### config.mk
export PLATFORM = sky130hd
export DESIGN_NAME = avcc_header_to_annexb_core
export DESIGN_NICKNAME = d
export VERILOG_FILES = /design/src/sv/avcc_pkg.sv /design/src/sv/avcc_front.sv /design/src/sv/avcc_queue.sv /design/src/sv/avcc_back.sv /design/src/sv/avcc_header_to_annexb_core.sv
export SDC_FILE = /design/constraint.sdc
export NUM_CORES = 1
export LEC_CHECK = 0
export CORE_ASPECT_RATIO = 1.5
export CORE_MARGIN = 10
export CORE_UTILIZATION = 35
export DETAILED_ROUTE_END_ITERATION = 8
export DONT_BUFFER_PORTS = 1
export PLACE_DENSITY = 0.58
export SYNTH_ARGS = -nofsm -noshare
export SYNTH_HDL_FRONTEND = slang
export SYNTH_HIERARCHICAL = 1
export SYNTH_SLANG_ARGS = --single-unit
### constraint.sdc
create_clock -name aclk -period 6.06 [get_ports aclk]
set_clock_uncertainty 0.1 [all_clocks]
set_input_delay 0.606 -clock aclk [delete_from_list [all_inputs] [get_ports aclk]]
set_output_delay 0.606 -clock aclk [all_outputs]
set_load 0.05 [all_outputs]
### src/sv/avcc_pkg.sv
// Shared types and constants for the AVC configuration record to Annex B converter.
package avcc_pkg;

    // Default depth of the command queue between front and back
    localparam int QUEUE_DEPTH_DEF = 4;

    // Record layout constants
    localparam logic [2:0] HEADER_SKIP    = 3'd5;
    localparam logic [7:0] SPS_COUNT_MASK = 8'h1f;
    localparam logic [2:0] START_CODE_LEN = 3'd4;
    localparam logic [7:0] START_CODE [4] = '{8'h00, 8'h00, 8'h00, 8'h01};

    // Result kinds
    typedef enum logic [1:0] {
        KIND_DATA  = 2'd0,
        KIND_OK    = 2'd1,
        KIND_TRUNC = 2'd2
    } kind_t;

    // Input beat
    typedef struct packed {
        logic [7:0] in_byte;
        logic       record_end;
    } in_beat_t;

    // Result beat
    typedef struct packed {
        logic [7:0] out_byte;
        kind_t      kind;
        logic       run_last;
    } out_beat_t;

    // Work descriptor for one input byte; status KIND_DATA means no status beat
    typedef struct packed {
        logic       has_start;
        logic       has_data;
        kind_t      status;
        logic [7:0] data_byte;
    } cmd_t;

endpackage

### src/sv/avcc_front.sv
// Front end: parses the record byte by byte and issues a work descriptor per byte that yields results.
module avcc_front
    import avcc_pkg::*;
(
    input  logic     aclk,
    input  logic     aresetn,
    input  in_beat_t s_payload,
    input  logic     s_valid,
    output logic     s_ready,
    output cmd_t     push_cmd,
    output logic     push_valid,
    input  logic     push_ready
);

    typedef enum logic [6:0] {
        PH_SKIP     = 7'b0000001,
        PH_SPSCOUNT = 7'b0000010,
        PH_LENHI    = 7'b0000100,
        PH_LENLO    = 7'b0001000,
        PH_PAYLOAD  = 7'b0010000,
        PH_PPSCOUNT = 7'b0100000,
        PH_DONE     = 7'b1000000
    } phase_t;

    phase_t      phase_reg, phase_next;
    logic [2:0]  skip_reg, skip_next;
    logic [7:0]  sets_reg, sets_next;
    logic [15:0] payload_reg, payload_next;
    logic [7:0]  lenhi_reg, lenhi_next;
    logic        pics_reg, pics_next;

    logic        fire;
    logic        finish_set;
    logic [2:0]  skip_inc;
    logic [7:0]  sets_dec;
    logic [7:0]  b;
    cmd_t        cmd;

    assign b       = s_payload.in_byte;
    assign s_ready = push_ready;
    assign fire    = s_valid && push_ready;

    // Next state and descriptor for the byte at the input
    always_comb begin
        phase_next   = phase_reg;
        skip_next    = skip_reg;
        sets_next    = sets_reg;
        payload_next = payload_reg;
        lenhi_next   = lenhi_reg;
        pics_next    = pics_reg;
        finish_set   = 1'b0;
        skip_inc     = skip_reg + 3'd1;
        sets_dec     = sets_reg - 8'd1;
        cmd          = '0;
        cmd.data_byte = b;
        cmd.status   = KIND_DATA;

        case (phase_reg)
            PH_SKIP: begin
                if (skip_inc >= HEADER_SKIP) begin
                    skip_next  = 3'd0;
                    phase_next = PH_SPSCOUNT;
                end else begin
                    skip_next = skip_inc;
                end
            end
            PH_SPSCOUNT: begin
                sets_next  = b & SPS_COUNT_MASK;
                pics_next  = 1'b0;
                phase_next = ((b & SPS_COUNT_MASK) == 8'd0) ? PH_PPSCOUNT : PH_LENHI;
            end
            PH_PPSCOUNT: begin
                sets_next = b;
                pics_next = 1'b1;
                if (b == 8'd0) begin
                    phase_next = PH_DONE;
                    cmd.status = KIND_OK;
                end else begin
                    phase_next = PH_LENHI;
                end
            end
            PH_LENHI: begin
                lenhi_next = b;
                phase_next = PH_LENLO;
            end
            PH_LENLO: begin
                payload_next  = {lenhi_reg, b};
                cmd.has_start = 1'b1;
                if ({lenhi_reg, b} == 16'd0) begin
                    finish_set = 1'b1;
                end else begin
                    phase_next = PH_PAYLOAD;
                end
            end
            PH_PAYLOAD: begin
                cmd.has_data = 1'b1;
                payload_next = payload_reg - 16'd1;
                finish_set   = (payload_reg == 16'd1);
            end
            default: begin
                phase_next = PH_DONE;
            end
        endcase

        // Current set complete: next set, picture set count, or record done
        if (finish_set) begin
            sets_next = sets_dec;
            if (sets_dec != 8'd0) begin
                phase_next = PH_LENHI;
            end else if (!pics_reg) begin
                phase_next = PH_PPSCOUNT;
            end else begin
                phase_next = PH_DONE;
                cmd.status = KIND_OK;
            end
        end

        // End of record: flag truncation and start over
        if (s_payload.record_end) begin
            if (phase_next != PH_DONE) begin
                cmd.status = KIND_TRUNC;
            end
            phase_next   = PH_SKIP;
            skip_next    = 3'd0;
            sets_next    = 8'd0;
            payload_next = 16'd0;
            lenhi_next   = 8'd0;
            pics_next    = 1'b0;
        end
    end

    // Only bytes that cause results go into the queue
    assign push_cmd   = cmd;
    assign push_valid = s_valid && (cmd.has_start || cmd.has_data || (cmd.status != KIND_DATA));

    // Parser state
    always_ff @(posedge aclk) begin
        if (!aresetn) begin
            phase_reg   <= PH_SKIP;
            skip_reg    <= 3'd0;
            sets_reg    <= 8'd0;
            payload_reg <= 16'd0;
            lenhi_reg   <= 8'd0;
            pics_reg    <= 1'b0;
        end else if (fire) begin
            phase_reg   <= phase_next;
            skip_reg    <= skip_next;
            sets_reg    <= sets_next;
            payload_reg <= payload_next;
            lenhi_reg   <= lenhi_next;
            pics_reg    <= pics_next;
        end
    end

endmodule

### src/sv/avcc_queue.sv
// Small FIFO of work descriptors between the front and back ends.
module avcc_queue
    import avcc_pkg::*;
#(
    parameter int DEPTH = QUEUE_DEPTH_DEF
) (
    input  logic aclk,
    input  logic aresetn,
    input  cmd_t push_cmd,
    input  logic push_valid,
    output logic push_ready,
    output cmd_t pop_cmd,
    output logic pop_valid,
    input  logic pop
);

    localparam int PTR_W = (DEPTH > 1) ? $clog2(DEPTH) : 1;
    localparam int CNT_W = $clog2(DEPTH + 1);

    cmd_t             entry_reg [DEPTH];
    logic [PTR_W-1:0] wr_ptr_reg, rd_ptr_reg;
    logic [CNT_W-1:0] count_reg;
    logic             wr, rd;

    assign push_ready = (count_reg != CNT_W'(DEPTH));
    assign pop_valid  = (count_reg != '0);
    assign pop_cmd    = entry_reg[rd_ptr_reg];
    assign wr         = push_valid && push_ready;
    assign rd         = pop && pop_valid;

    // Storage
    always_ff @(posedge aclk) begin
        if (wr) begin
            entry_reg[wr_ptr_reg] <= push_cmd;
        end
    end

    // Pointers and fill level
    always_ff @(posedge aclk) begin
        if (!aresetn) begin
            wr_ptr_reg <= '0;
            rd_ptr_reg <= '0;
            count_reg  <= '0;
        end else begin
            if (wr) begin
                wr_ptr_reg <= (wr_ptr_reg == PTR_W'(DEPTH - 1)) ? '0 : wr_ptr_reg + 1'b1;
            end
            if (rd) begin
                rd_ptr_reg <= (rd_ptr_reg == PTR_W'(DEPTH - 1)) ? '0 : rd_ptr_reg + 1'b1;
            end
            case ({wr, rd})
                2'b10:   count_reg <= count_reg + 1'b1;
                2'b01:   count_reg <= count_reg - 1'b1;
                default: count_reg <= count_reg;
            endcase
        end
    end

endmodule

### src/sv/avcc_back.sv
// Back end: expands each work descriptor into result beats, one per cycle unless stalled.
module avcc_back
    import avcc_pkg::*;
(
    input  logic      aclk,
    input  logic      aresetn,
    input  cmd_t      q_cmd,
    input  logic      q_valid,
    output logic      q_pop,
    output out_beat_t m_payload,
    output logic      m_valid,
    input  logic      m_ready
);

    logic [2:0] idx_reg;
    logic [2:0] beat_cnt;
    logic       is_last;
    logic       load;
    out_beat_t  beat;
    out_beat_t  m_payload_reg;
    logic       m_valid_reg;

    // Number of beats this descriptor yields
    assign beat_cnt = (q_cmd.has_start ? START_CODE_LEN : 3'd0)
                    + {2'b00, q_cmd.has_data}
                    + {2'b00, (q_cmd.status != KIND_DATA)};
    assign is_last  = (idx_reg == beat_cnt - 3'd1);
    assign load     = q_valid && (!m_valid_reg || m_ready);
    assign q_pop    = load && is_last;

    // Select the beat at the current index
    always_comb begin
        beat          = '0;
        beat.kind     = KIND_DATA;
        beat.run_last = is_last;
        if (q_cmd.has_start && (idx_reg < START_CODE_LEN)) begin
            beat.out_byte = START_CODE[idx_reg[1:0]];
        end else if (q_cmd.has_data && (idx_reg == 3'd0)) begin
            beat.out_byte = q_cmd.data_byte;
        end else begin
            beat.out_byte = 8'h00;
            beat.kind     = q_cmd.status;
        end
    end

    // Output register and beat index
    always_ff @(posedge aclk) begin
        if (!aresetn) begin
            m_valid_reg <= 1'b0;
            idx_reg     <= 3'd0;
        end else if (load) begin
            m_valid_reg <= 1'b1;
            idx_reg     <= is_last ? 3'd0 : idx_reg + 3'd1;
        end else if (m_ready) begin
            m_valid_reg <= 1'b0;
        end
    end

    always_ff @(posedge aclk) begin
        if (load) begin
            m_payload_reg <= beat;
        end
    end

    assign m_payload = m_payload_reg;
    assign m_valid   = m_valid_reg;

endmodule

### src/sv/avcc_header_to_annexb_core.sv
// Top level of the AVC configuration record to Annex B converter.
//
// Input channel s_*: one record byte per beat, record_end on the last byte.
// Result channel m_*: start code and parameter set bytes (kind data), then
// one status beat (finished or truncated) where the record ends; run_last
// marks the last result caused by one input byte.
// The first result of an input byte passes through the command queue and the
// output register. Payload bytes stream at one byte per cycle while m_ready is
// high. A length-low byte yields four start code beats (five with a status);
// the command queue (QUEUE_DEPTH entries) lets the front keep taking bytes
// meanwhile and deasserts s_ready when full. Header, count and length-high
// bytes give no results unless they carry a status beat.
// Reset (aresetn low, synchronous) returns the parser to the start of a
// record and empties the queue and the output register.
// When the receiver stalls, the output beat holds, the queue fills and then
// s_ready goes low until room frees up.
module avcc_header_to_annexb_core
    import avcc_pkg::*;
#(
    parameter int QUEUE_DEPTH = QUEUE_DEPTH_DEF
) (
    input  logic      aclk,
    input  logic      aresetn,
    input  in_beat_t  s_payload,
    input  logic      s_valid,
    output logic      s_ready,
    output out_beat_t m_payload,
    output logic      m_valid,
    input  logic      m_ready
);

    cmd_t push_cmd, pop_cmd;
    logic push_valid, push_ready;
    logic pop_valid, pop;

    avcc_front u_front (
        .aclk       (aclk),
        .aresetn    (aresetn),
        .s_payload  (s_payload),
        .s_valid    (s_valid),
        .s_ready    (s_ready),
        .push_cmd   (push_cmd),
        .push_valid (push_valid),
        .push_ready (push_ready)
    );

    avcc_queue #(
        .DEPTH (QUEUE_DEPTH)
    ) u_queue (
        .aclk       (aclk),
        .aresetn    (aresetn),
        .push_cmd   (push_cmd),
        .push_valid (push_valid),
        .push_ready (push_ready),
        .pop_cmd    (pop_cmd),
        .pop_valid  (pop_valid),
        .pop        (pop)
    );

    avcc_back u_back (
        .aclk      (aclk),
        .aresetn   (aresetn),
        .q_cmd     (pop_cmd),
        .q_valid   (pop_valid),
        .q_pop     (pop),
        .m_payload (m_payload),
        .m_valid   (m_valid),
        .m_ready   (m_ready)
    );

endmodule

* Word level (Yosys, flattened, before mapping) *
Memories as Yosys holds them, arrays and structs flattened. A register that Yosys moved wholly into a read port is not among the register bits.
Cells that the tools add are included.

cells by class
  $add $sub $neg = 11
  order comparisons = 3
  eq/ne operators = 14
  multiplexer cells = 48
  bitwise logic cells = 1
  reductions and logical operators = 33

operator list
  operator                 number
  $mux W8                  8
  $mux W7                  7
  $pmux W7 S6              1
  $pmux W16 S2             1
  $bmux W8 S2              1
  $eq A16 B1 Y1 const B    1
  $logic_not A16 Y1        1
  $logic_not A8 Y1         2
  $mux W16                 1
  $mux W2                  8
  $pmux W8 S2              1
  $sub A16 B1 Y16 const B  1
  $mux W3                  5
  $reduce_bool A2 Y1       6
  $mux W1                  11
  $reduce_and A2 Y1        5
  $add A3 B1 Y3 const B    3
  $reduce_bool A3 Y1       3
  $logic_and A1 B1 Y1      8
  $reduce_bool A8 Y1       1
  $sub A8 B1 Y8 const B    1
  $eq A7 B1 Y1 const B     1
  $eq A7 B2 Y1 const B     1
  $eq A7 B3 Y1 const B     1
  22 further kinds         31

word-level totals
  bits in registers = 65
  RAM bits = 48
  bits of input ports = 13
  logic and storage cells = 125
  memories = 1

memory list
  memory             depth  width  read ports  clocked after Yosys merged registers in  write ports  RTL line          text
  u_queue.entry_reg  4      12     1           1                                        1            avcc_queue.sv:20  cmd_t entry_reg [DEPTH];

* Longest topological paths before layout *
Gate-level depths: netlist (run 1).

  depth after elaboration = 14
  mapped depth = 17
  mapped depth without buffers = 16

* Modules after synthesis *
Netlist (run 1), hierarchy kept.

by module, submodules not included
  module      instances  cells each  area an instance (um^2)  sequential area each (um^2)
  avcc_front  1          347         2636.3                   860.8
  avcc_queue  1          118         2227.1                   1621.6
  avcc_back   1          61          706.9                    410.4

* Worst setup path before layout (run 1) *
No wires, ideal clock.

  path kind = input to register
  start = input s_payload[2] in the netlist's numbering
  end = register u_queue.count_reg[2]
  library setup time = 0.070 ns
  data arrival time = 3.299 ns
  setup slack = 2.591 ns
  cell stages on the path = 13
  buffers on the path = 0
  cell sequence = or4_1 -> or3_1 -> o22ai_1 -> nand3_1 -> a31oi_1 -> and2_4 -> inv_1 -> ha_1 -> inv_1 -> fa_1 -> xor2_1 -> or3_2 -> a21boi_1

between the ends
  longest elaborated chain between the ends = 14
  elaborated cells on any way between the ends = 26

RTL lines
  element                                                                    RTL line                          text
  start: declaration                                                         avcc_header_to_annexb_core.sv:24  input in_beat_t s_payload,
  parallel branches: the longest is 7 deep, another holds $logic_not A16 Y1  n/a
  $mux W2 *                                                                  avcc_front.sv:119                 if (s_payload.record_end) begin
  $reduce_bool A2 Y1 *                                                       avcc_front.sv:134                 assign push_valid = s_valid && (cmd.has_start || cmd.has_data || (cmd.status != KIND_DATA));
  $logic_or A1 B1 Y1 *                                                       avcc_front.sv:134
  $logic_and A1 B1 Y1 *                                                      avcc_front.sv:134
  named net push_valid                                                       avcc_header_to_annexb_core.sv:33  logic push_valid, push_ready;
  $logic_and A1 B1 Y1 *                                                      avcc_queue.sv:28                  assign wr = push_valid && push_ready;
  $eq A2 B1 Y1 / $eq A2 B2 Y1 (equally long branches)                        avcc_queue.sv:51                  case ({wr, rd})
  $pmux W3 S2 / $reduce_bool A2 Y1 (equally long branches)                   n/a
  end signal: assignment                                                     avcc_queue.sv:52                  2'b10: count_reg <= count_reg + 1'b1;
  end signal: assignment                                                     avcc_queue.sv:53                  2'b01: count_reg <= count_reg - 1'b1;
  end signal: assignment                                                     avcc_queue.sv:54                  default: count_reg <= count_reg;
  end: declaration                                                           avcc_queue.sv:22                  logic [CNT_W-1:0] count_reg;

Mark *: on every way through the listed nets, which the timed path passes.
A chain may end at the register's enable or synchronous reset.

==> results of run 1 <==
worst max-delay path, stage by stage (launching register included):
cell and delay (ps):
dfxtp_1 360, nor4_1 430, nand2_2 390, inv_1 690, nand2_1 130, o22ai_1 240, nand3_1 130, a31oi_1 350
and2_4 240, inv_1 40, ha_1 210, inv_1 80, fa_1 190, xor2_1 80, or3_2 410, a21boi_1 160
cell usage after synthesis (all sizes together) (2+ instances only):
library cell / n / area, µm²
a21boi: 2 / 15.0
a21o: 2 / 15.0
a21oi: 19 / 95.1
a22oi: 14 / 105
a31oi: 7 / 43.8
and2: 15 / 96.3
and3: 7 / 47.5
buf: 18 / 128
clkbuf: 12 / 45.0
dfxtp: 56 / 1120
edfxtp: 59 / 1770
ha: 15 / 188
inv: 25 / 93.8
mux2i: 3 / 33.8
mux4: 12 / 270
nand2: 44 / 168
nand2b: 2 / 12.5
nand3: 22 / 110
nand4: 5 / 31.3
nor2: 52 / 195
nor2b: 6 / 37.5
nor3: 18 / 100
nor3b: 2 / 15.0
nor4: 10 / 62.6
nor4b: 2 / 23.8
o211ai: 2 / 15.0
o21a: 4 / 30.0
o21ai: 27 / 135
o22ai: 3 / 25.0
o2bb2ai: 8 / 70.1
o31ai: 9 / 67.6
or3: 7 / 51.3
or4: 5 / 41.3
xnor2: 7 / 61.3
xor2: 8 / 70.1
final cells by class:
class                   instances  area [µm²]
fillers                      1478        9360
flip-flops and latches        115        2890
multi-input cells             356        2410
clock buffers                  17         425
well taps                     203         254
clock inverters                15         174
inverters                      25        93.8
repair buffers                  2        15.0
worst max-delay path by stage:
stage,start,endpoint,slack (ps),cells past startpoint
2_1_floorplan,s_payload[2],u_queue/count_reg[2],2590,13
3_3_place_gp,u_front/phase_reg[2],u_queue/count_reg[2],2110,14
3_5_place_dp,u_front/phase_reg[1],u_queue/count_reg[2],1820,15
4_1_cts,u_front/phase_reg[1],u_queue/count_reg[2],1800,15
5_1_grt,u_front/phase_reg[1],u_queue/count_reg[2],1360,15
6_report,u_front/phase_reg[1],u_queue/count_reg[2],1770,15
power by group:
part	switching (W)	leakage, nW	internal, W
Clock	0.000387	0.292	0.000617
Sequential	0.0000413	1.00	0.000842
Combinational	0.0000600	0.903	0.0000368
Total	0.000489	2.20	0.00150
routing by layer:
metal / vias to the layer above / track usage, % / share of wire (%)
met1: 2042 / 12.6 / 40
met3: 15 / 4.02 / 5.5
li1: 1924 / - / -
met4: 0 / 3.85 / 1.2
met5: - / 0 / 0
met2: 118 / 21.6 / 54
stage by stage:
step	cells	total power, W
2_1_floorplan	526	0.000979
3_3_place_gp	701	0.000994
3_5_place_dp	701	0.000997
4_1_cts	733	0.00201
5_1_grt	733	0.00206
6_report	733	0.00198
cell families (layout without fill, tap and decap cells):
family | count (synthesis) | count (layout) | share of synthesized area, %
AOI/OAI and AO/OA | 108 | 108 | 13.2
xor gates and xnor gates | 15 | 15 | 2.36
adders and majority gates | 16 | 16 | 3.73
buffers and inverters | 55 | 59 | 4.78
DFF | 115 | 115 | 51.9
muxes | 15 | 15 | 5.46
and+or+nand+nor | 202 | 202 | 18.5
==> out/metrics.yaml, run 1 <==
synthesis:
  synth_area_per_cell_um2: 10.6
  syn-num-nets: 555
  synth_area_mm2: 0.00557
  syn_inst: 526
  yosys_warnings: 6
  synth-seq-cells: 115
  synthArstFlopShare_pct: 0
  ys_types: 68
  ys_seq_area_share_pct: 51.9
  synth_ff_type: "edfxtp_1"
  synth_edf_count: 59
clock_tree:
  cts.sinks: 115
  post_cts_buffers: 0
  clockBufferDepth: 2
  holdBufCountCts: 0
  htree_levels: 4
  insertion_delay_ps: 410
  cts.clk_slew.worst_paths_ps: 60
  post_cts_resized: 0
  cts_buffers: 17
  cts_tree: "yes"
  cts-root-buf: "clkbuf_16"
setup_path:
  path_class: "reg2reg"
  path_max_fanout: 25
  cp-end-kind: "register"
  reg2reg_depth: 15
  arrival_ps: 4530
  cp.required_ps: 6300
  r2r_start: "u_front/phase_reg[1]"
  worstReg2RegEnd: "u_queue/count_reg[2]"
  critPathLaunchType: "register"
  reg2reg_slack_ps: 1770
timing:
  fmax_mhz: 233
  hold_viol_final: 0
  finalSetupViolations: 0
  relSlewSlack_pct: 37.3
  layout_min_cycle_time_ps: 4290
  tightest_slew_ps: 938
  rsz0062_at_grt: "no"
  hold_ws_ps: 186
  slew_viol_final: 0
  setup_slack_ps: 1770
  fin_crit_sh_pct: 70.8
  fin_tns_setup_ps: 0
placement:
  dp_slack_ps: 1820
  globalplace.congestion: 0.867
  dpl.hpwl_um: 9010
  numPortBuffers: 0
  placed_area_mm2: 0.00567
drt:
  routed_wl_um: 12800
  dr.pass1.iters: 5
  vias: 4099
  drt.antenna.violating_nets: 0
  drtIter0Drc: 376
  viasPerCell: 5.59
  wl_per_cell_um: 17.5
  remaining_drc_errors: 0
global_routing:
  grt_max_degree: 29
  grt_overflow: 0
  grt_usage_pct: 12.0
  antenna_found_initial: 0
  grt_first_pass_wirelength_um: 20500
  grt_pass1_vias: 4133
floorplan:
  start_util_pct: 35.7
  die_width_um: 123
  dieArea_mm2: 0.0215
  rows: 56
  die_h_um: 175
  io_pins: 26
  core_area_mm2: 0.0156
layout:
  area_growth_syn_to_layout_pct: 12.5
  drive_above_1_share_pct: 12.1
  stdcell_area_mm2: 0.00627
  largest_reg_flops: 48
  final_nets: 546
  final_core_util_pct: 40.1
  diodes: 0
  most-common-layout-cells: "edfxtp_1 (59), dfxtp_1 (56), nor2_1 (52)"
  final_common_cell: "edfxtp_1"
power:
  p_per_area_mw_per_mm2: 317
  irDropWorstVdd_mv: 0.235
  leakagePower_nw: 2.20
hold_path:
  hold_start: "aresetn"
  hold_depth: 1
  hp-class: "in2reg"
  min_to: "u_front/phase_reg[0]"
run_status:
  status: "finished clean"
job:
  cap_violations: 0
(Power assumes the default switching activity.)
==> run 2, diff against run 1 <==
- clock period: 6.06 -> 4.4 ns (I/O delays scaled with it)
==> run 2 against run 1 <==
  * Flip-flop and latch count unchanged
  * Design area increased by 0.66%
  * First-iteration DRC count decreased by 12%
  * Critical path type unchanged
  * Sequential share of layout area decreased by 0.30 points
  * Clock power increased by 38%
  * Setup slack got worse by 1200 ps
  * Count of clock-buffer cells in the layout increased by 2
  * Largest cell class unchanged
  * Register-to-register slack got worse by 1200 ps
==> out/metrics.yaml, run 2 (same netlist as run 1, synthesis figures left out) <==
setup_path:
  cp-startpoint: "u_front/sets_reg[0]"
  path_buf_inv: 3  # unchanged
  reg2reg_depth: 16  # +1
  cp.required_ps: 4640  # -1660 ps
  slowest_delay_ps: 470  # -220 ps
  crit_slowest_cell: "nor3_1"
  worstReg2RegEnd: "u_queue/count_reg[2]"
  crit_family: "simple AND/OR/NAND/NOR gates"
  r2r_start: "u_front/sets_reg[0]"
  crit_top_cell: "inv_1"
  worst-path-stages: 16  # +1
  path_max_fanout: 7  # -72%
  cp-endpoint: "u_queue/count_reg[2]"
  reg2reg_slack_ps: 570  # -1200 ps
  cp-end-kind: "register"
  path_class: "reg2reg"
  arrival_ps: 4070  # -460 ps
  critPathLaunchType: "register"
  path_cells: "inv_1 -> ha_1 -> nor3b_1 -> xnor2_1 -> nand3_1 -> nor3_1 -> nand3_1 -> a31oi_1 -> and2_4 -> inv_1 -> ha_1 -> inv_1 -> fa_1 -> xor2_1 -> or3_2 -> a21boi_1"
timing:
  fmax_mhz: 261  # +12%
  layout_min_cycle_time_ps: 3830  # -461 ps
  hold_viol_final: 0  # unchanged
  fin_crit_sh_pct: 87.0  # +16 points
  fin_tns_setup_ps: 0  # unchanged
  rsz0062_at_grt: "no"
  finalSetupViolations: 0  # unchanged
  slew_viol_final: 0  # unchanged
  relSlewSlack_pct: 38.0  # +0.70 points
  tightest_slew_ps: 929  # -8.06 ps
drt:
  vias: 4114  # +0.37%
  viasPerCell: 5.57  # -0.45%
  wl_per_cell_um: 18.0  # +3.4%
  remaining_drc_errors: 0  # unchanged
  routed_wl_um: 13300  # +4.2%
  dr.pass1.iters: 5  # unchanged
  drt.antenna.violating_nets: 0  # unchanged
  drtIter0Drc: 332  # -12%
layout:
  largest_reg_flops: 48  # unchanged
  seq_area_mm2: 0.00289  # unchanged
  fill_cells: 1501  # +1.6%
  area_growth_syn_to_layout_pct: 13.2
  diodes: 0  # unchanged
  final_nets: 552  # +1.1%
  final_core_util_pct: 40.4  # +0.26 points
  final_common_cell: "edfxtp_1"
  multi_input_area_mm2: 0.00241  # unchanged
  most-common-layout-cells: "edfxtp_1 (59), dfxtp_1 (56), nor2_1 (52)"
  drive_above_1_share_pct: 12.5  # +0.42 points
floorplan:
  die_h_um: 175  # unchanged
  dieArea_mm2: 0.0215  # unchanged
  rows: 56  # unchanged
  core_area_mm2: 0.0156  # unchanged
  start_util_pct: 35.7  # unchanged
  die_width_um: 123  # unchanged
  io_pins: 26  # unchanged
job:
  cap_violations: 0  # unchanged
clock_tree:
  cts_tree: "yes"
  cts-root-buf: "clkbuf_16"
  clockBufferDepth: 2  # unchanged
  cts.sinks: 115  # unchanged
  post_cts_buffers: 0  # unchanged
  cts.clk_slew.worst_paths_ps: 60  # about the same
  cts_buffers: 17  # unchanged
  insertion_delay_ps: 410  # about the same
  htree_levels: 4  # unchanged
global_routing:
  grt_max_degree: 29  # unchanged
  antenna_found_initial: 0  # unchanged
  grt_overflow: 0  # unchanged
  grt_pass1_vias: 4199  # +1.6%
  grt_first_pass_wirelength_um: 21600  # +5.4%
  grt_usage_pct: 12.8  # +0.83 points
power:
  switching_power_w: 0.000630  # +29%
  p_comb_share_pct: 5.1  # +0.2 points
  p_int_w: 0.00210  # +41%
  power_frac_seq_pct: 44.5  # about the same
  switching_share_pct: 23.1  # -1.6 points
  irDropWorstVdd_mv: 0.226  # -4.0%
  p_per_area_mw_per_mm2: 433  # +37%
  leakagePower_nw: 2.22  # +1.1%
  power.share.clock_pct: 50.4  # -0.2 points
hold_path:
  hold_depth: 0  # -1
  hp-class: "in2reg"
placement:
  dpl.hpwl_um: 9300  # +3.2%
  globalplace.congestion: 0.883  # +1.9%
  numPortBuffers: 0  # unchanged
run_status:
  status: "finished clean"
run 2: cell types whose count changed in the layout (fill, tap and decap cells not counted), moves of 2 or more:
| cell | previous run | this run |
|---|---|---|
| buf_4 | 2 | 7 |
| clkinv_2 | 1 | 4 |
| clkinv_4 | 6 | 3 |
| clkbuf_1 | 0 | 2 |
| inv_6 | 3 | 1 |
| inv_8 | 2 | 0 |
run 2: per-stage QoR:
stage	worst slack (ps)	power [W]	instance area [µm²]	hold WS [ps]	std cells
floorplan	951	0.00135	5570	333	526
global route	279	0.00283	6310	3.63	739
finish	570	0.00273	6310	29.7	739
detailed placement	644	0.00138	5700	359	706
global placement	788	0.00137	5700	359	706
CTS	582	0.00276	6310	11.2	739
run 2: layout make-up:
cell class              count  area share, %
clock buffers              19           6.86
clock inverters            13           2.54
inverters                  25           1.49
multi-input cells         356           38.2
flip-flops and latches    115           45.9
well taps                 203           4.03
repair buffers              8          0.992
run 2: worst min path at each step:
stage                                 start  slack (ps)                      end
floorplan           u_front/payload_reg[10]         330  u_front/payload_reg[10]
global placement        u_front/skip_reg[1]         360      u_front/skip_reg[1]
detailed placement      u_front/sets_reg[7]         360      u_front/sets_reg[7]
CTS                            s_payload[2]          10  u_queue/entry_reg[1][1]
global route                   s_payload[2]           4  u_queue/entry_reg[1][1]
finish                         s_payload[3]          30  u_queue/entry_reg[0][2]
run 2: layer usage:
| layer | GRT usage [%] | wire length (µm) | vias to the layer above |
|---|---|---|---|
| met2 | 22.6 | 7020 | 137 |
| met4 | 4.72 | 237 | 0 |
| met1 | 14.0 | 5340 | 2023 |
| met5 | 0 | 0 | - |
| met3 | 3.70 | 739 | 23 |
| li1 | - | - | 1931 |
run 2: timing repair:
| item | CTS | global route |
|---|---|---|
| hold buffers | 1 | 0 |
| gates resized for setup | 0 | 0 |
| endpoints found under the hold margin | 1 | 0 |
run 2: power by group through the flow:
stage               clock, W  sequential, W  combinational (W)
CTS                  0.00140        0.00122           0.000139
floorplan                  0        0.00123           0.000116
global placement           0        0.00124           0.000135
finish               0.00138        0.00122           0.000139
detailed placement         0        0.00124           0.000137
global route         0.00146        0.00122           0.000156
